**src/asta_pkg.sv**
```systemverilog
// ----------------------------------------------------------------------------
// Sensor advertisement sampler - shared definitions
// Constants, record types and divider reciprocals used by the sampler blocks.
// ----------------------------------------------------------------------------
`default_nettype none

package asta_pkg;

  // Packet walk limits and field layout.
  localparam int unsigned MAX_ADV_BYTES = 32;
  localparam int unsigned BYTE_IDX_W    = 8;
  localparam int unsigned FIELD_POS_W   = BYTE_IDX_W + 1;
  localparam int unsigned PREFIX_LEN    = 5;
  localparam int unsigned MARK_W        = PREFIX_LEN + 2;
  localparam int unsigned CNT_FIRST     = 7;
  localparam int unsigned VAL_FIRST     = 11;
  localparam int unsigned WORD_BYTES    = 4;

  localparam logic [7:0] TYPE_NAME_SHORT = 8'h08;
  localparam logic [7:0] TYPE_NAME_FULL  = 8'h09;

  // "CO_S_" in order of arrival.
  localparam logic [7:0] NAME_PREFIX [PREFIX_LEN] = '{8'h43, 8'h4F, 8'h5F, 8'h53, 8'h5F};

  // Window statistics.
  localparam int unsigned WINDOW_LEN = 5;
  localparam int unsigned TRIM_LEN   = WINDOW_LEN - 2;
  localparam int unsigned COUNT_W    = 3;
  localparam int unsigned DATA_W     = 32;

  // Exact unsigned division of a 32-bit value by a small constant:
  // q = (x * ceil(2^(32+s) / d)) >> (32+s), with s = ceil(log2(d)).
  localparam int unsigned RECIP_W  = DATA_W + 1;
  localparam int unsigned PROD_W   = DATA_W + RECIP_W;
  localparam int unsigned ALL_SH   = DATA_W + $clog2(WINDOW_LEN);
  localparam int unsigned TRIM_SH  = DATA_W + $clog2(TRIM_LEN);
  localparam logic [RECIP_W-1:0] ALL_RECIP = RECIP_W'(
      ((PROD_W'(1) << ALL_SH) + PROD_W'(WINDOW_LEN) - PROD_W'(1)) / PROD_W'(WINDOW_LEN));
  localparam logic [RECIP_W-1:0] TRIM_RECIP = RECIP_W'(
      ((PROD_W'(1) << TRIM_SH) + PROD_W'(TRIM_LEN) - PROD_W'(1)) / PROD_W'(TRIM_LEN));

  // Configuration register indexes.
  localparam int unsigned CFG_INDEX_W = 1;
  localparam logic [CFG_INDEX_W-1:0] REG_ALARM_THRESHOLD = 1'd0;
  localparam logic [CFG_INDEX_W-1:0] REG_NOTIFY_ENABLE   = 1'd1;

  // What the parser hands over at the end of a packet.
  typedef struct packed {
    logic              found;
    logic [DATA_W-1:0] counter;
    logic [DATA_W-1:0] value;
  } pkt_rec_t;

  // Per-packet flags that travel down the statistics pipeline.
  typedef struct packed {
    logic found;
    logic taken;
    logic done;
  } pkt_flags_t;

endpackage

`default_nettype wire

```
**src/asta_in_if.sv**
```systemverilog
// ----------------------------------------------------------------------------
// Sensor advertisement sampler - byte input channel
// Valid/ready channel that carries one advertisement byte per item.
// ----------------------------------------------------------------------------
`default_nettype none

interface asta_in_if;
  logic       valid;
  logic       ready;
  logic [7:0] adv_byte;
  logic       last_byte;

  modport source (output valid, output adv_byte, output last_byte, input ready);
  modport sink   (input valid, input adv_byte, input last_byte, output ready);
endinterface

`default_nettype wire

```
**src/asta_out_if.sv**
```systemverilog
// ----------------------------------------------------------------------------
// Sensor advertisement sampler - result channel
// Valid/ready channel that carries one packet result per item.
// ----------------------------------------------------------------------------
`default_nettype none

interface asta_out_if;
  logic        valid;
  logic        ready;
  logic        name_found;
  logic        sample_taken;
  logic        window_done;
  logic [31:0] mean_all;
  logic [31:0] mean_trimmed;
  logic        alarm;

  modport source (output valid, output name_found, output sample_taken,
                  output window_done, output mean_all, output mean_trimmed,
                  output alarm, input ready);
  modport sink   (input valid, input name_found, input sample_taken,
                  input window_done, input mean_all, input mean_trimmed,
                  input alarm, output ready);
endinterface

`default_nettype wire

```
**src/asta_parser.sv**
```systemverilog
// ----------------------------------------------------------------------------
// Sensor advertisement sampler - packet parser
// Walks the length-type fields one byte per cycle while bytes are taken,
// detects the name prefix and assembles the counter and value words.
// ----------------------------------------------------------------------------
`default_nettype none

module asta_parser (
  input  wire logic              clk,
  input  wire logic              rst,
  input  wire logic              take,
  input  wire logic [7:0]        adv_byte,
  input  wire logic              last_byte,
  output asta_pkg::pkt_rec_t     rec
);

  logic [asta_pkg::BYTE_IDX_W-1:0]  byte_index, byte_index_next;
  logic [asta_pkg::FIELD_POS_W-1:0] next_field_start, next_field_start_next;
  logic [7:0]                       recent [asta_pkg::PREFIX_LEN];
  logic [7:0]                       recent_next [asta_pkg::PREFIX_LEN];
  logic [asta_pkg::MARK_W-1:0]      start_marks, start_marks_next;
  logic                             prefix_seen, prefix_seen_next;
  logic [asta_pkg::DATA_W-1:0]      counter_word, counter_word_next;
  logic [asta_pkg::DATA_W-1:0]      value_word, value_word_next;

  always_comb begin
    logic                        active;
    logic                        is_start;
    logic                        match;
    logic [asta_pkg::MARK_W-1:0] marks_shift;
    logic [1:0]                  lane;

    active      = byte_index < asta_pkg::BYTE_IDX_W'(asta_pkg::MAX_ADV_BYTES);
    is_start    = asta_pkg::FIELD_POS_W'(byte_index) == next_field_start;
    marks_shift = {start_marks[asta_pkg::MARK_W-2:0], is_start};

    // The name field's type byte sits PREFIX_LEN bytes back and its length
    // byte one further; the current byte closes the prefix.
    match = marks_shift[asta_pkg::MARK_W-1] &&
            (recent[asta_pkg::PREFIX_LEN-1] == asta_pkg::TYPE_NAME_SHORT ||
             recent[asta_pkg::PREFIX_LEN-1] == asta_pkg::TYPE_NAME_FULL) &&
            adv_byte == asta_pkg::NAME_PREFIX[asta_pkg::PREFIX_LEN-1];
    for (int k = 0; k < asta_pkg::PREFIX_LEN - 1; k++) begin
      match = match && (recent[asta_pkg::PREFIX_LEN-2-k] == asta_pkg::NAME_PREFIX[k]);
    end

    byte_index_next       = byte_index;
    next_field_start_next = next_field_start;
    recent_next           = recent;
    start_marks_next      = start_marks;
    prefix_seen_next      = prefix_seen;
    counter_word_next     = counter_word;
    value_word_next       = value_word;
    lane                  = 2'd0;

    if (take && active) begin
      byte_index_next  = byte_index + asta_pkg::BYTE_IDX_W'(1);
      start_marks_next = marks_shift;
      if (is_start) begin
        next_field_start_next = asta_pkg::FIELD_POS_W'(byte_index) +
                                asta_pkg::FIELD_POS_W'(adv_byte) +
                                asta_pkg::FIELD_POS_W'(1);
      end
      prefix_seen_next = prefix_seen | match;
      recent_next[0]   = adv_byte;
      for (int k = 1; k < asta_pkg::PREFIX_LEN; k++) begin
        recent_next[k] = recent[k-1];
      end
      if (byte_index >= asta_pkg::BYTE_IDX_W'(asta_pkg::CNT_FIRST) &&
          byte_index < asta_pkg::BYTE_IDX_W'(asta_pkg::CNT_FIRST + asta_pkg::WORD_BYTES)) begin
        lane = 2'(byte_index - asta_pkg::BYTE_IDX_W'(asta_pkg::CNT_FIRST));
        counter_word_next[{lane, 3'b000} +: 8] = adv_byte;
      end else if (byte_index >= asta_pkg::BYTE_IDX_W'(asta_pkg::VAL_FIRST) &&
                   byte_index < asta_pkg::BYTE_IDX_W'(asta_pkg::VAL_FIRST +
                                                       asta_pkg::WORD_BYTES)) begin
        lane = 2'(byte_index - asta_pkg::BYTE_IDX_W'(asta_pkg::VAL_FIRST));
        value_word_next[{lane, 3'b000} +: 8] = adv_byte;
      end
    end

    rec.found   = prefix_seen_next;
    rec.counter = counter_word_next;
    rec.value   = value_word_next;

    // The packet state starts over after its last byte.
    if (take && last_byte) begin
      byte_index_next       = '0;
      next_field_start_next = '0;
      start_marks_next      = '0;
      prefix_seen_next      = 1'b0;
      counter_word_next     = '0;
      value_word_next       = '0;
      for (int k = 0; k < asta_pkg::PREFIX_LEN; k++) begin
        recent_next[k] = 8'd0;
      end
    end
  end

  always_ff @(posedge clk) begin
    if (rst) begin
      byte_index       <= '0;
      next_field_start <= '0;
      start_marks      <= '0;
      prefix_seen      <= 1'b0;
      counter_word     <= '0;
      value_word       <= '0;
      for (int k = 0; k < asta_pkg::PREFIX_LEN; k++) begin
        recent[k] <= 8'd0;
      end
    end else begin
      byte_index       <= byte_index_next;
      next_field_start <= next_field_start_next;
      start_marks      <= start_marks_next;
      prefix_seen      <= prefix_seen_next;
      counter_word     <= counter_word_next;
      value_word       <= value_word_next;
      recent           <= recent_next;
    end
  end

endmodule

`default_nettype wire

```
**src/adv_sensor_sample_trimmed_alarm_unit.sv**
```systemverilog
// ----------------------------------------------------------------------------
// Sensor advertisement sampler with trimmed-mean alarm
// Parses advertisement bytes, collects windows of samples and raises an alarm.
// ----------------------------------------------------------------------------
// The block takes one advertisement byte per cycle while adv_in.ready is high
// and gives one result item for each byte marked last. The result is
// registered in turn as the packet record, the window update, the trimmed
// sum and the reciprocal multiplier quotients; the output register then
// holds it until taken. Up to five results wait in the four stages and the
// output register, so bytes keep being accepted while a result is stalled
// until all of them hold a packet.
`default_nettype none

module adv_sensor_sample_trimmed_alarm_unit (
  input  wire logic                              clk,
  input  wire logic                              rst,
  asta_in_if.sink                                adv_in,
  asta_out_if.source                             result_out,
  input  wire logic                              cfg_write,
  input  wire logic [asta_pkg::CFG_INDEX_W-1:0]  cfg_index,
  input  wire logic [asta_pkg::DATA_W-1:0]       cfg_data
);

  localparam int unsigned W = asta_pkg::DATA_W;

  // Configuration.
  logic [W-1:0] alarm_threshold;
  logic         notify_enable;

  // Packet record stage.
  asta_pkg::pkt_rec_t parse_rec;
  asta_pkg::pkt_rec_t s1_rec;
  logic               s1_valid;
  logic               take;

  // Window state and window stage.
  logic [W-1:0]                  last_counter;
  logic [W-1:0]                  win_sum, win_min, win_max;
  logic [asta_pkg::COUNT_W-1:0]  win_count;
  logic                          s2_valid;
  asta_pkg::pkt_flags_t          s2_flags;
  logic [W-1:0]                  s2_sum, s2_min, s2_max;

  // Trimmed sum stage.
  logic                 s3_valid;
  asta_pkg::pkt_flags_t s3_flags;
  logic [W-1:0]         s3_sum, s3_trim;

  // Quotient stage.
  logic                 s4_valid;
  asta_pkg::pkt_flags_t s4_flags;
  logic [W-1:0]         s4_mean_all, s4_mean_trim;

  // Output register.
  logic                 out_valid;
  asta_pkg::pkt_flags_t out_flags;
  logic [W-1:0]         out_mean_all, out_mean_trim;
  logic                 out_alarm;
  logic                 alarm_state;

  logic en1, en2, en3, en4, en5;

  // A stage moves when it is empty or the stage after it moves.
  assign en5 = !out_valid || result_out.ready;
  assign en4 = !s4_valid || en5;
  assign en3 = !s3_valid || en4;
  assign en2 = !s2_valid || en3;
  assign en1 = !s1_valid || en2;

  assign adv_in.ready = en1;
  assign take         = adv_in.valid && en1;

  asta_parser u_parser (
    .clk       (clk),
    .rst       (rst),
    .take      (take),
    .adv_byte  (adv_in.adv_byte),
    .last_byte (adv_in.last_byte),
    .rec       (parse_rec)
  );

  // Configuration writes.
  always_ff @(posedge clk) begin
    if (rst) begin
      alarm_threshold <= '0;
      notify_enable   <= 1'b0;
    end else if (cfg_write) begin
      case (cfg_index)
        asta_pkg::REG_ALARM_THRESHOLD: alarm_threshold <= cfg_data;
        asta_pkg::REG_NOTIFY_ENABLE:   notify_enable   <= cfg_data[0];
        default: ;
      endcase
    end
  end

  // Packet record.
  always_ff @(posedge clk) begin
    if (rst) begin
      s1_valid <= 1'b0;
    end else if (take && adv_in.last_byte) begin
      s1_valid <= 1'b1;
    end else if (en2) begin
      s1_valid <= 1'b0;
    end
  end

  always_ff @(posedge clk) begin
    if (take && adv_in.last_byte) begin
      s1_rec <= parse_rec;
    end
  end

  // Window update.
  logic                         w_taken, w_first, w_done;
  logic [W-1:0]                 w_sum, w_min, w_max;
  logic [asta_pkg::COUNT_W-1:0] w_count;

  always_comb begin
    w_taken = s1_rec.found && (s1_rec.counter != last_counter);
    w_first = win_count == '0;
    w_min   = (w_first || s1_rec.value < win_min) ? s1_rec.value : win_min;
    w_max   = (w_first || s1_rec.value > win_max) ? s1_rec.value : win_max;
    w_sum   = (w_first ? '0 : win_sum) + s1_rec.value;
    w_count = win_count + asta_pkg::COUNT_W'(1);
    w_done  = w_taken && (w_count >= asta_pkg::COUNT_W'(asta_pkg::WINDOW_LEN));
  end

  always_ff @(posedge clk) begin
    if (rst) begin
      s2_valid     <= 1'b0;
      last_counter <= '0;
      win_sum      <= '0;
      win_min      <= '0;
      win_max      <= '0;
      win_count    <= '0;
    end else if (en2) begin
      s2_valid <= s1_valid;
      if (s1_valid && w_taken) begin
        last_counter <= s1_rec.counter;
        if (w_done) begin
          win_sum   <= '0;
          win_min   <= '0;
          win_max   <= '0;
          win_count <= '0;
        end else begin
          win_sum   <= w_sum;
          win_min   <= w_min;
          win_max   <= w_max;
          win_count <= w_count;
        end
      end
    end
  end

  always_ff @(posedge clk) begin
    if (en2) begin
      s2_flags.found <= s1_rec.found;
      s2_flags.taken <= w_taken;
      s2_flags.done  <= w_done;
      s2_sum         <= w_sum;
      s2_min         <= w_min;
      s2_max         <= w_max;
    end
  end

  // Trimmed sum; both sums read as zero when no window finished.
  always_ff @(posedge clk) begin
    if (rst) begin
      s3_valid <= 1'b0;
    end else if (en3) begin
      s3_valid <= s2_valid;
    end
  end

  always_ff @(posedge clk) begin
    if (en3) begin
      s3_flags <= s2_flags;
      s3_sum   <= s2_flags.done ? s2_sum : '0;
      s3_trim  <= s2_flags.done ? (s2_sum - s2_min - s2_max) : '0;
    end
  end

  // Division by constants through reciprocal multiplication.
  logic [asta_pkg::PROD_W-1:0] prod_all, prod_trim;

  assign prod_all  = asta_pkg::PROD_W'(s3_sum)  * asta_pkg::PROD_W'(asta_pkg::ALL_RECIP);
  assign prod_trim = asta_pkg::PROD_W'(s3_trim) * asta_pkg::PROD_W'(asta_pkg::TRIM_RECIP);

  always_ff @(posedge clk) begin
    if (rst) begin
      s4_valid <= 1'b0;
    end else if (en4) begin
      s4_valid <= s3_valid;
    end
  end

  always_ff @(posedge clk) begin
    if (en4) begin
      s4_flags     <= s3_flags;
      s4_mean_all  <= prod_all[asta_pkg::ALL_SH +: W];
      s4_mean_trim <= prod_trim[asta_pkg::TRIM_SH +: W];
    end
  end

  // Alarm decision and output register.
  logic alarm_next;

  always_comb begin
    alarm_next = alarm_state;
    if (s4_flags.done && notify_enable) begin
      alarm_next = s4_mean_trim > alarm_threshold;
    end
  end

  always_ff @(posedge clk) begin
    if (rst) begin
      out_valid   <= 1'b0;
      alarm_state <= 1'b0;
    end else begin
      if (en5) begin
        out_valid <= s4_valid;
      end
      if (cfg_write && cfg_index == asta_pkg::REG_NOTIFY_ENABLE && !cfg_data[0]) begin
        alarm_state <= 1'b0;
      end else if (en5 && s4_valid) begin
        alarm_state <= alarm_next;
      end
    end
  end

  always_ff @(posedge clk) begin
    if (en5) begin
      out_flags     <= s4_flags;
      out_mean_all  <= s4_mean_all;
      out_mean_trim <= s4_mean_trim;
      out_alarm     <= alarm_next;
    end
  end

  assign result_out.valid        = out_valid;
  assign result_out.name_found   = out_flags.found;
  assign result_out.sample_taken = out_flags.taken;
  assign result_out.window_done  = out_flags.done;
  assign result_out.mean_all     = out_mean_all;
  assign result_out.mean_trimmed = out_mean_trim;
  assign result_out.alarm        = out_alarm;

  // The window always restarts before it reaches its full length.
  assert property (@(posedge clk) disable iff (rst)
    win_count < asta_pkg::COUNT_W'(asta_pkg::WINDOW_LEN))
    else $error("window count reached the window length");

  // A packet record that cannot move on must not be overwritten.
  assert property (@(posedge clk) disable iff (rst)
    (s1_valid && !en2) |=> (s1_valid && $stable(s1_rec)))
    else $error("stalled packet record changed");

  // A finished window implies a stored sample, and no window means zero means.
  assert property (@(posedge clk) disable iff (rst)
    (out_valid && !out_flags.done) |-> (out_mean_all == '0 && out_mean_trim == '0))
    else $error("means nonzero without a finished window");

  assert property (@(posedge clk) disable iff (rst)
    (s2_valid && s2_flags.done) |-> s2_flags.taken)
    else $error("window finished without a sample");

  // Disabling notification clears the alarm.
  assert property (@(posedge clk) disable iff (rst)
    (cfg_write && cfg_index == asta_pkg::REG_NOTIFY_ENABLE && !cfg_data[0]) |=> !alarm_state)
    else $error("alarm still set after notification was disabled");

endmodule

`default_nettype wire

```
**src/flat_wrapper.sv**
```systemverilog
// flat-port wrapper written by rule: the top's interface ports become plain ports
module adv_sensor_sample_trimmed_alarm_unit_flat 
  (clk, rst, cfg_write, cfg_index, cfg_data, adv_in_valid, adv_in_adv_byte, adv_in_last_byte, adv_in_ready, result_out_valid, result_out_name_found, result_out_sample_taken, result_out_window_done, result_out_mean_all, result_out_mean_trimmed, result_out_alarm, result_out_ready);
  asta_in_if adv_in_i ();
  asta_out_if result_out_i ();
  input  wire logic clk;
  input  wire logic rst;
  input  wire logic cfg_write;
  input  wire logic [asta_pkg::CFG_INDEX_W-1:0] cfg_index;
  input  wire logic [asta_pkg::DATA_W-1:0] cfg_data;
  input wire logic [$bits(adv_in_i.valid)-1:0] adv_in_valid;
  input wire logic [$bits(adv_in_i.adv_byte)-1:0] adv_in_adv_byte;
  input wire logic [$bits(adv_in_i.last_byte)-1:0] adv_in_last_byte;
  output wire logic [$bits(adv_in_i.ready)-1:0] adv_in_ready;
  output wire logic [$bits(result_out_i.valid)-1:0] result_out_valid;
  output wire logic [$bits(result_out_i.name_found)-1:0] result_out_name_found;
  output wire logic [$bits(result_out_i.sample_taken)-1:0] result_out_sample_taken;
  output wire logic [$bits(result_out_i.window_done)-1:0] result_out_window_done;
  output wire logic [$bits(result_out_i.mean_all)-1:0] result_out_mean_all;
  output wire logic [$bits(result_out_i.mean_trimmed)-1:0] result_out_mean_trimmed;
  output wire logic [$bits(result_out_i.alarm)-1:0] result_out_alarm;
  input wire logic [$bits(result_out_i.ready)-1:0] result_out_ready;
  assign adv_in_i.valid = adv_in_valid;
  assign adv_in_i.adv_byte = adv_in_adv_byte;
  assign adv_in_i.last_byte = adv_in_last_byte;
  assign adv_in_ready = adv_in_i.ready;
  assign result_out_valid = result_out_i.valid;
  assign result_out_name_found = result_out_i.name_found;
  assign result_out_sample_taken = result_out_i.sample_taken;
  assign result_out_window_done = result_out_i.window_done;
  assign result_out_mean_all = result_out_i.mean_all;
  assign result_out_mean_trimmed = result_out_i.mean_trimmed;
  assign result_out_alarm = result_out_i.alarm;
  assign result_out_i.ready = result_out_ready;
  adv_sensor_sample_trimmed_alarm_unit u_core (.clk(clk), .rst(rst), .adv_in(adv_in_i), .result_out(result_out_i), .cfg_write(cfg_write), .cfg_index(cfg_index), .cfg_data(cfg_data));
endmodule
```
**config.mk**
```make
export PLATFORM = sky130hd
export DESIGN_NAME = adv_sensor_sample_trimmed_alarm_unit_flat
export DESIGN_NICKNAME = d
export VERILOG_FILES = /design/src/asta_pkg.sv /design/src/asta_in_if.sv /design/src/asta_out_if.sv /design/src/asta_parser.sv /design/src/adv_sensor_sample_trimmed_alarm_unit.sv /design/src/flat_wrapper.sv
export SDC_FILE = /design/constraint.sdc
export NUM_CORES = 2
export LEC_CHECK = 0
export CORE_UTILIZATION = 63
export CTS_BUF_LIST = sky130_fd_sc_hd__clkbuf_2
export DETAILED_ROUTE_END_ITERATION = 6
export DONT_BUFFER_PORTS = 1
export PLACE_DENSITY = 0.79
export SLEW_MARGIN = 5
export SYNTH_ARGS = -nofsm -noshare
export SYNTH_HDL_FRONTEND = slang
export SYNTH_SLANG_ARGS = --single-unit
```
**constraint.sdc**
```tcl
create_clock -name clk -period 12.5 [get_ports clk]
set_clock_uncertainty 0.05 [all_clocks]
set_input_delay 1.875 -clock clk [delete_from_list [all_inputs] [get_ports clk]]
set_output_delay 1.875 -clock clk [all_outputs]
set_load 0.005 [all_outputs]
```
==> flow_summary_export.csv <==
group,metric,value,unit
outcome,status,"complete, but fails checks",
outcome,violations,"design-rule violations",
timing,max-slew-margin-rel,12.3,%
pwr,leakagePower,32.9,nW
yosys,yosysMostFrequentCell,"inv_1",
placed_design,hpwl,123000,um
clock_tree,path_clk_slew,0.10,ns
worst_setup_path,cpLargestDelayFamily,"adder cells",
worst_setup_path,slowest_delay,0.69,ns
route,avgViaCountPerCell,5.73,
yosys,yosys.area.top_type,"fa_1",
worst_setup_path,arrival,9.95,ns
timing,tns,0,ns
yosys,avgSynthCellArea,10.7,sq um
finish,fin_nets,7339,
clock_tree,root_buffer,"clkbuf_2",
worst_setup_path,crit_path_frequent_cell,"ha_1",
route,final_antenna_net_count,0,
timing,rsz0062_at_grt,"no",
finish,reg_top3,"u_core.s1_rec: 65 flops, u_core.u_parser.recent: 39 flops",
clock_tree,cts_buffers,155,
floorplan,rows,112,
placed_design,io_buffer_count,0,
floorplan,die_h,310,um
finish,fillers,7218,
yosys,ys_warn_count,0,
grt,grt_pass1_vias,41900,
grt,grt_first_pass_wirelength,235000,um
worst_hold_path,min_path_type,"register to register",
pwr,power_density,63.8,nW/um^2
grt,grt_overflow_total,0,
worst_setup_path,crit_path_end_kind,"register",
clock_tree,post_cts_resize_count,0,
timing,min_period,8.95,ns
finish,regArea,16000,sq um
finish,drive_gt1_share,6.49,%
timing,worstMarginPinSlew,1.32,ns
finish,multi_input_area,39100,sq um
yosys,ys_seq_area_share,26.8,%
clock_tree,htreeDepth,4,
worst_setup_path,cp.required,13.50,ns
finish,largest_register,"u_core.s1_rec",
grt,grt_max_degree,100,
finish,fin_cells,7048,
worst_setup_path,worstSetupPathType,"register to register",
timing,period_share,71.6,%
route,drc,4,
yosys,ys_seq_elements,622,
yosys,yosys_most_used_dff,"edfxtp_1",
timing,fin_ws,3.55,ns
worst_setup_path,crit_slowest_cell,"edfxtp_1",
floorplan,die_w,310,um
finish,largest_register_ffs,65,
grt,grt_usage,32.4,%
floorplan,die_area,96400,sq um
route,firstDrtPassIters,7,
grt,antenna_found_initial,5,
floorplan,io_pins,117,
yosys,ys_top_cells_by_area,"fa_1, edfxtp_1, ha_1",
finish,area_growth,4.79,%
timing,max_freq,112,MHz
route,avgRoutedWirePerCell,21.4,um
clock_tree,cts.sinks,622,
clock_tree,cts_tree,"yes",
flow_run,maxCapViolations,0,
yosys,syn_inst,5600,
placed_design,gp_congestion,1.06,
yosys,netlist_area,59900,sq um
clock_tree,clock_path_buffers,3,
worst_setup_path,path_buf_inv,4,
yosys,synth_commonest_cells,"inv_1, ha_1, fa_1",
yosys,yosysUniqueCellTypes,75,
clock_tree,ctsHoldBuffers,0,
timing,final_hold_viol_count,0,
pwr,peakVddDrop,83.4,uV
route,wl,151000,um
route,vias,40400,
placed_design,place_ws,3.71,ns
route,drt_iter0_markers,3077,
placed_design,dp_cells,6765,
floorplan,core,93700,sq um
yosys,synth_top_area_share,25.8,%
clock_tree,insertion_delay,1.41,ns
worst_setup_path,startpoint_type,"register",
yosys,synth_edf_count,359,
timing,setup_viol_count_final,0,
clock_tree,post-cts-setup-buffers,0,
yosys,async_flop_share,0,%
worst_setup_path,path_max_fanout,12,
floorplan,start_util,63.9,%
timing,slew_viol_final,0,
cells by family (layout without fill, tap and decap cells):
group,count (synthesis),in the layout,synth area share [%]
and+or+nand+nor,899,899,7.33
adders and majority gates,1624,1624,43.6
AOI/OAI and AO/OA,794,794,8.54
DFF,622,622,26.8
other,1,8,0.00626
buffers and inverters,1301,1488,8.18
muxes,104,104,1.87
xor gates and xnor gates,255,255,3.73
worst paths after layout:
check / startpoint / endpoint / slack [ns] / cells after the start
setup / recovery: u_core.s3_trim[1]$_SDFFCE_PN0P_ / u_core.s4_mean_trim[28]$_DFFE_PP_ / 3.55 / 26
hold / removal: u_core.s4_flags[0]$_DFFE_PP_ / u_core.result_out.window_done$_DFFE_PP_ / 0.36 / 0
setup reg to reg: u_core.s3_trim[1]$_SDFFCE_PN0P_ / u_core.s4_mean_trim[28]$_DFFE_PP_ / 3.55 / 26
hold reg to reg: u_core.s4_flags[0]$_DFFE_PP_ / u_core.result_out.window_done$_DFFE_PP_ / 0.36 / 0
report_power, final:
group | switching [mW] | leakage [nW] | internal (mW)
combinational | 0.213 | 25.6 | 0.142
sequential | 0.0346 | 6.24 | 2.19
clock | 0.857 | 1.13 | 0.574
layout by cell type, fill, tap and decap left out, types with 94 or more instances in the layout:
master / n
edfxtp_1: 359
xnor2_1: 151
fa_1: 771
dfxtp_1: 263
ha_1: 853
nor2_1: 183
o21ai_0: 158
inv_1: 1186
a21oi_1: 253
clkbuf_2: 231
nand2_1: 309
nor2b_1: 94
a21o_1: 131
xor2_1: 104
final cells by class:
cell class | instances | area share (%)
antenna | 4 | 0.0159
clock buffer | 231 | 1.84
clock inverter | 48 | 0.552
inverter | 1189 | 7.11
multi-input combinational | 3680 | 62.2
sequential | 622 | 25.6
tap | 1254 | 2.50
timing repair buffer | 20 | 0.239
per-stage QoR:
| step | area (sq um) | power [mW] | utilization (%) | hold WS, ns |
|---|---|---|---|---|
| floorplan | 59900 | 2.52 | - | 0.350 |
| global placement | 61300 | 2.61 | 65.4 | 0.351 |
| detailed placement | 61300 | 2.62 | 65.4 | 0.355 |
| CTS | 62800 | 4.05 | 67.0 | 0.252 |
| global route | 62800 | 4.19 | 67.0 | 0.366 |
| finish | 62800 | 4.01 | 67.0 | 0.362 |
routing by layer:
layer,track usage [%],vias to the layer above,part of all wire (%)
met5,0,-,0.017
met4,13.4,4,3.9
met3,6.42,305,7.9
met2,51.8,1595,47
met1,43.4,19900,42
li1,-,18600,-
No activity file was read; power rests on OpenSTA's default activity.
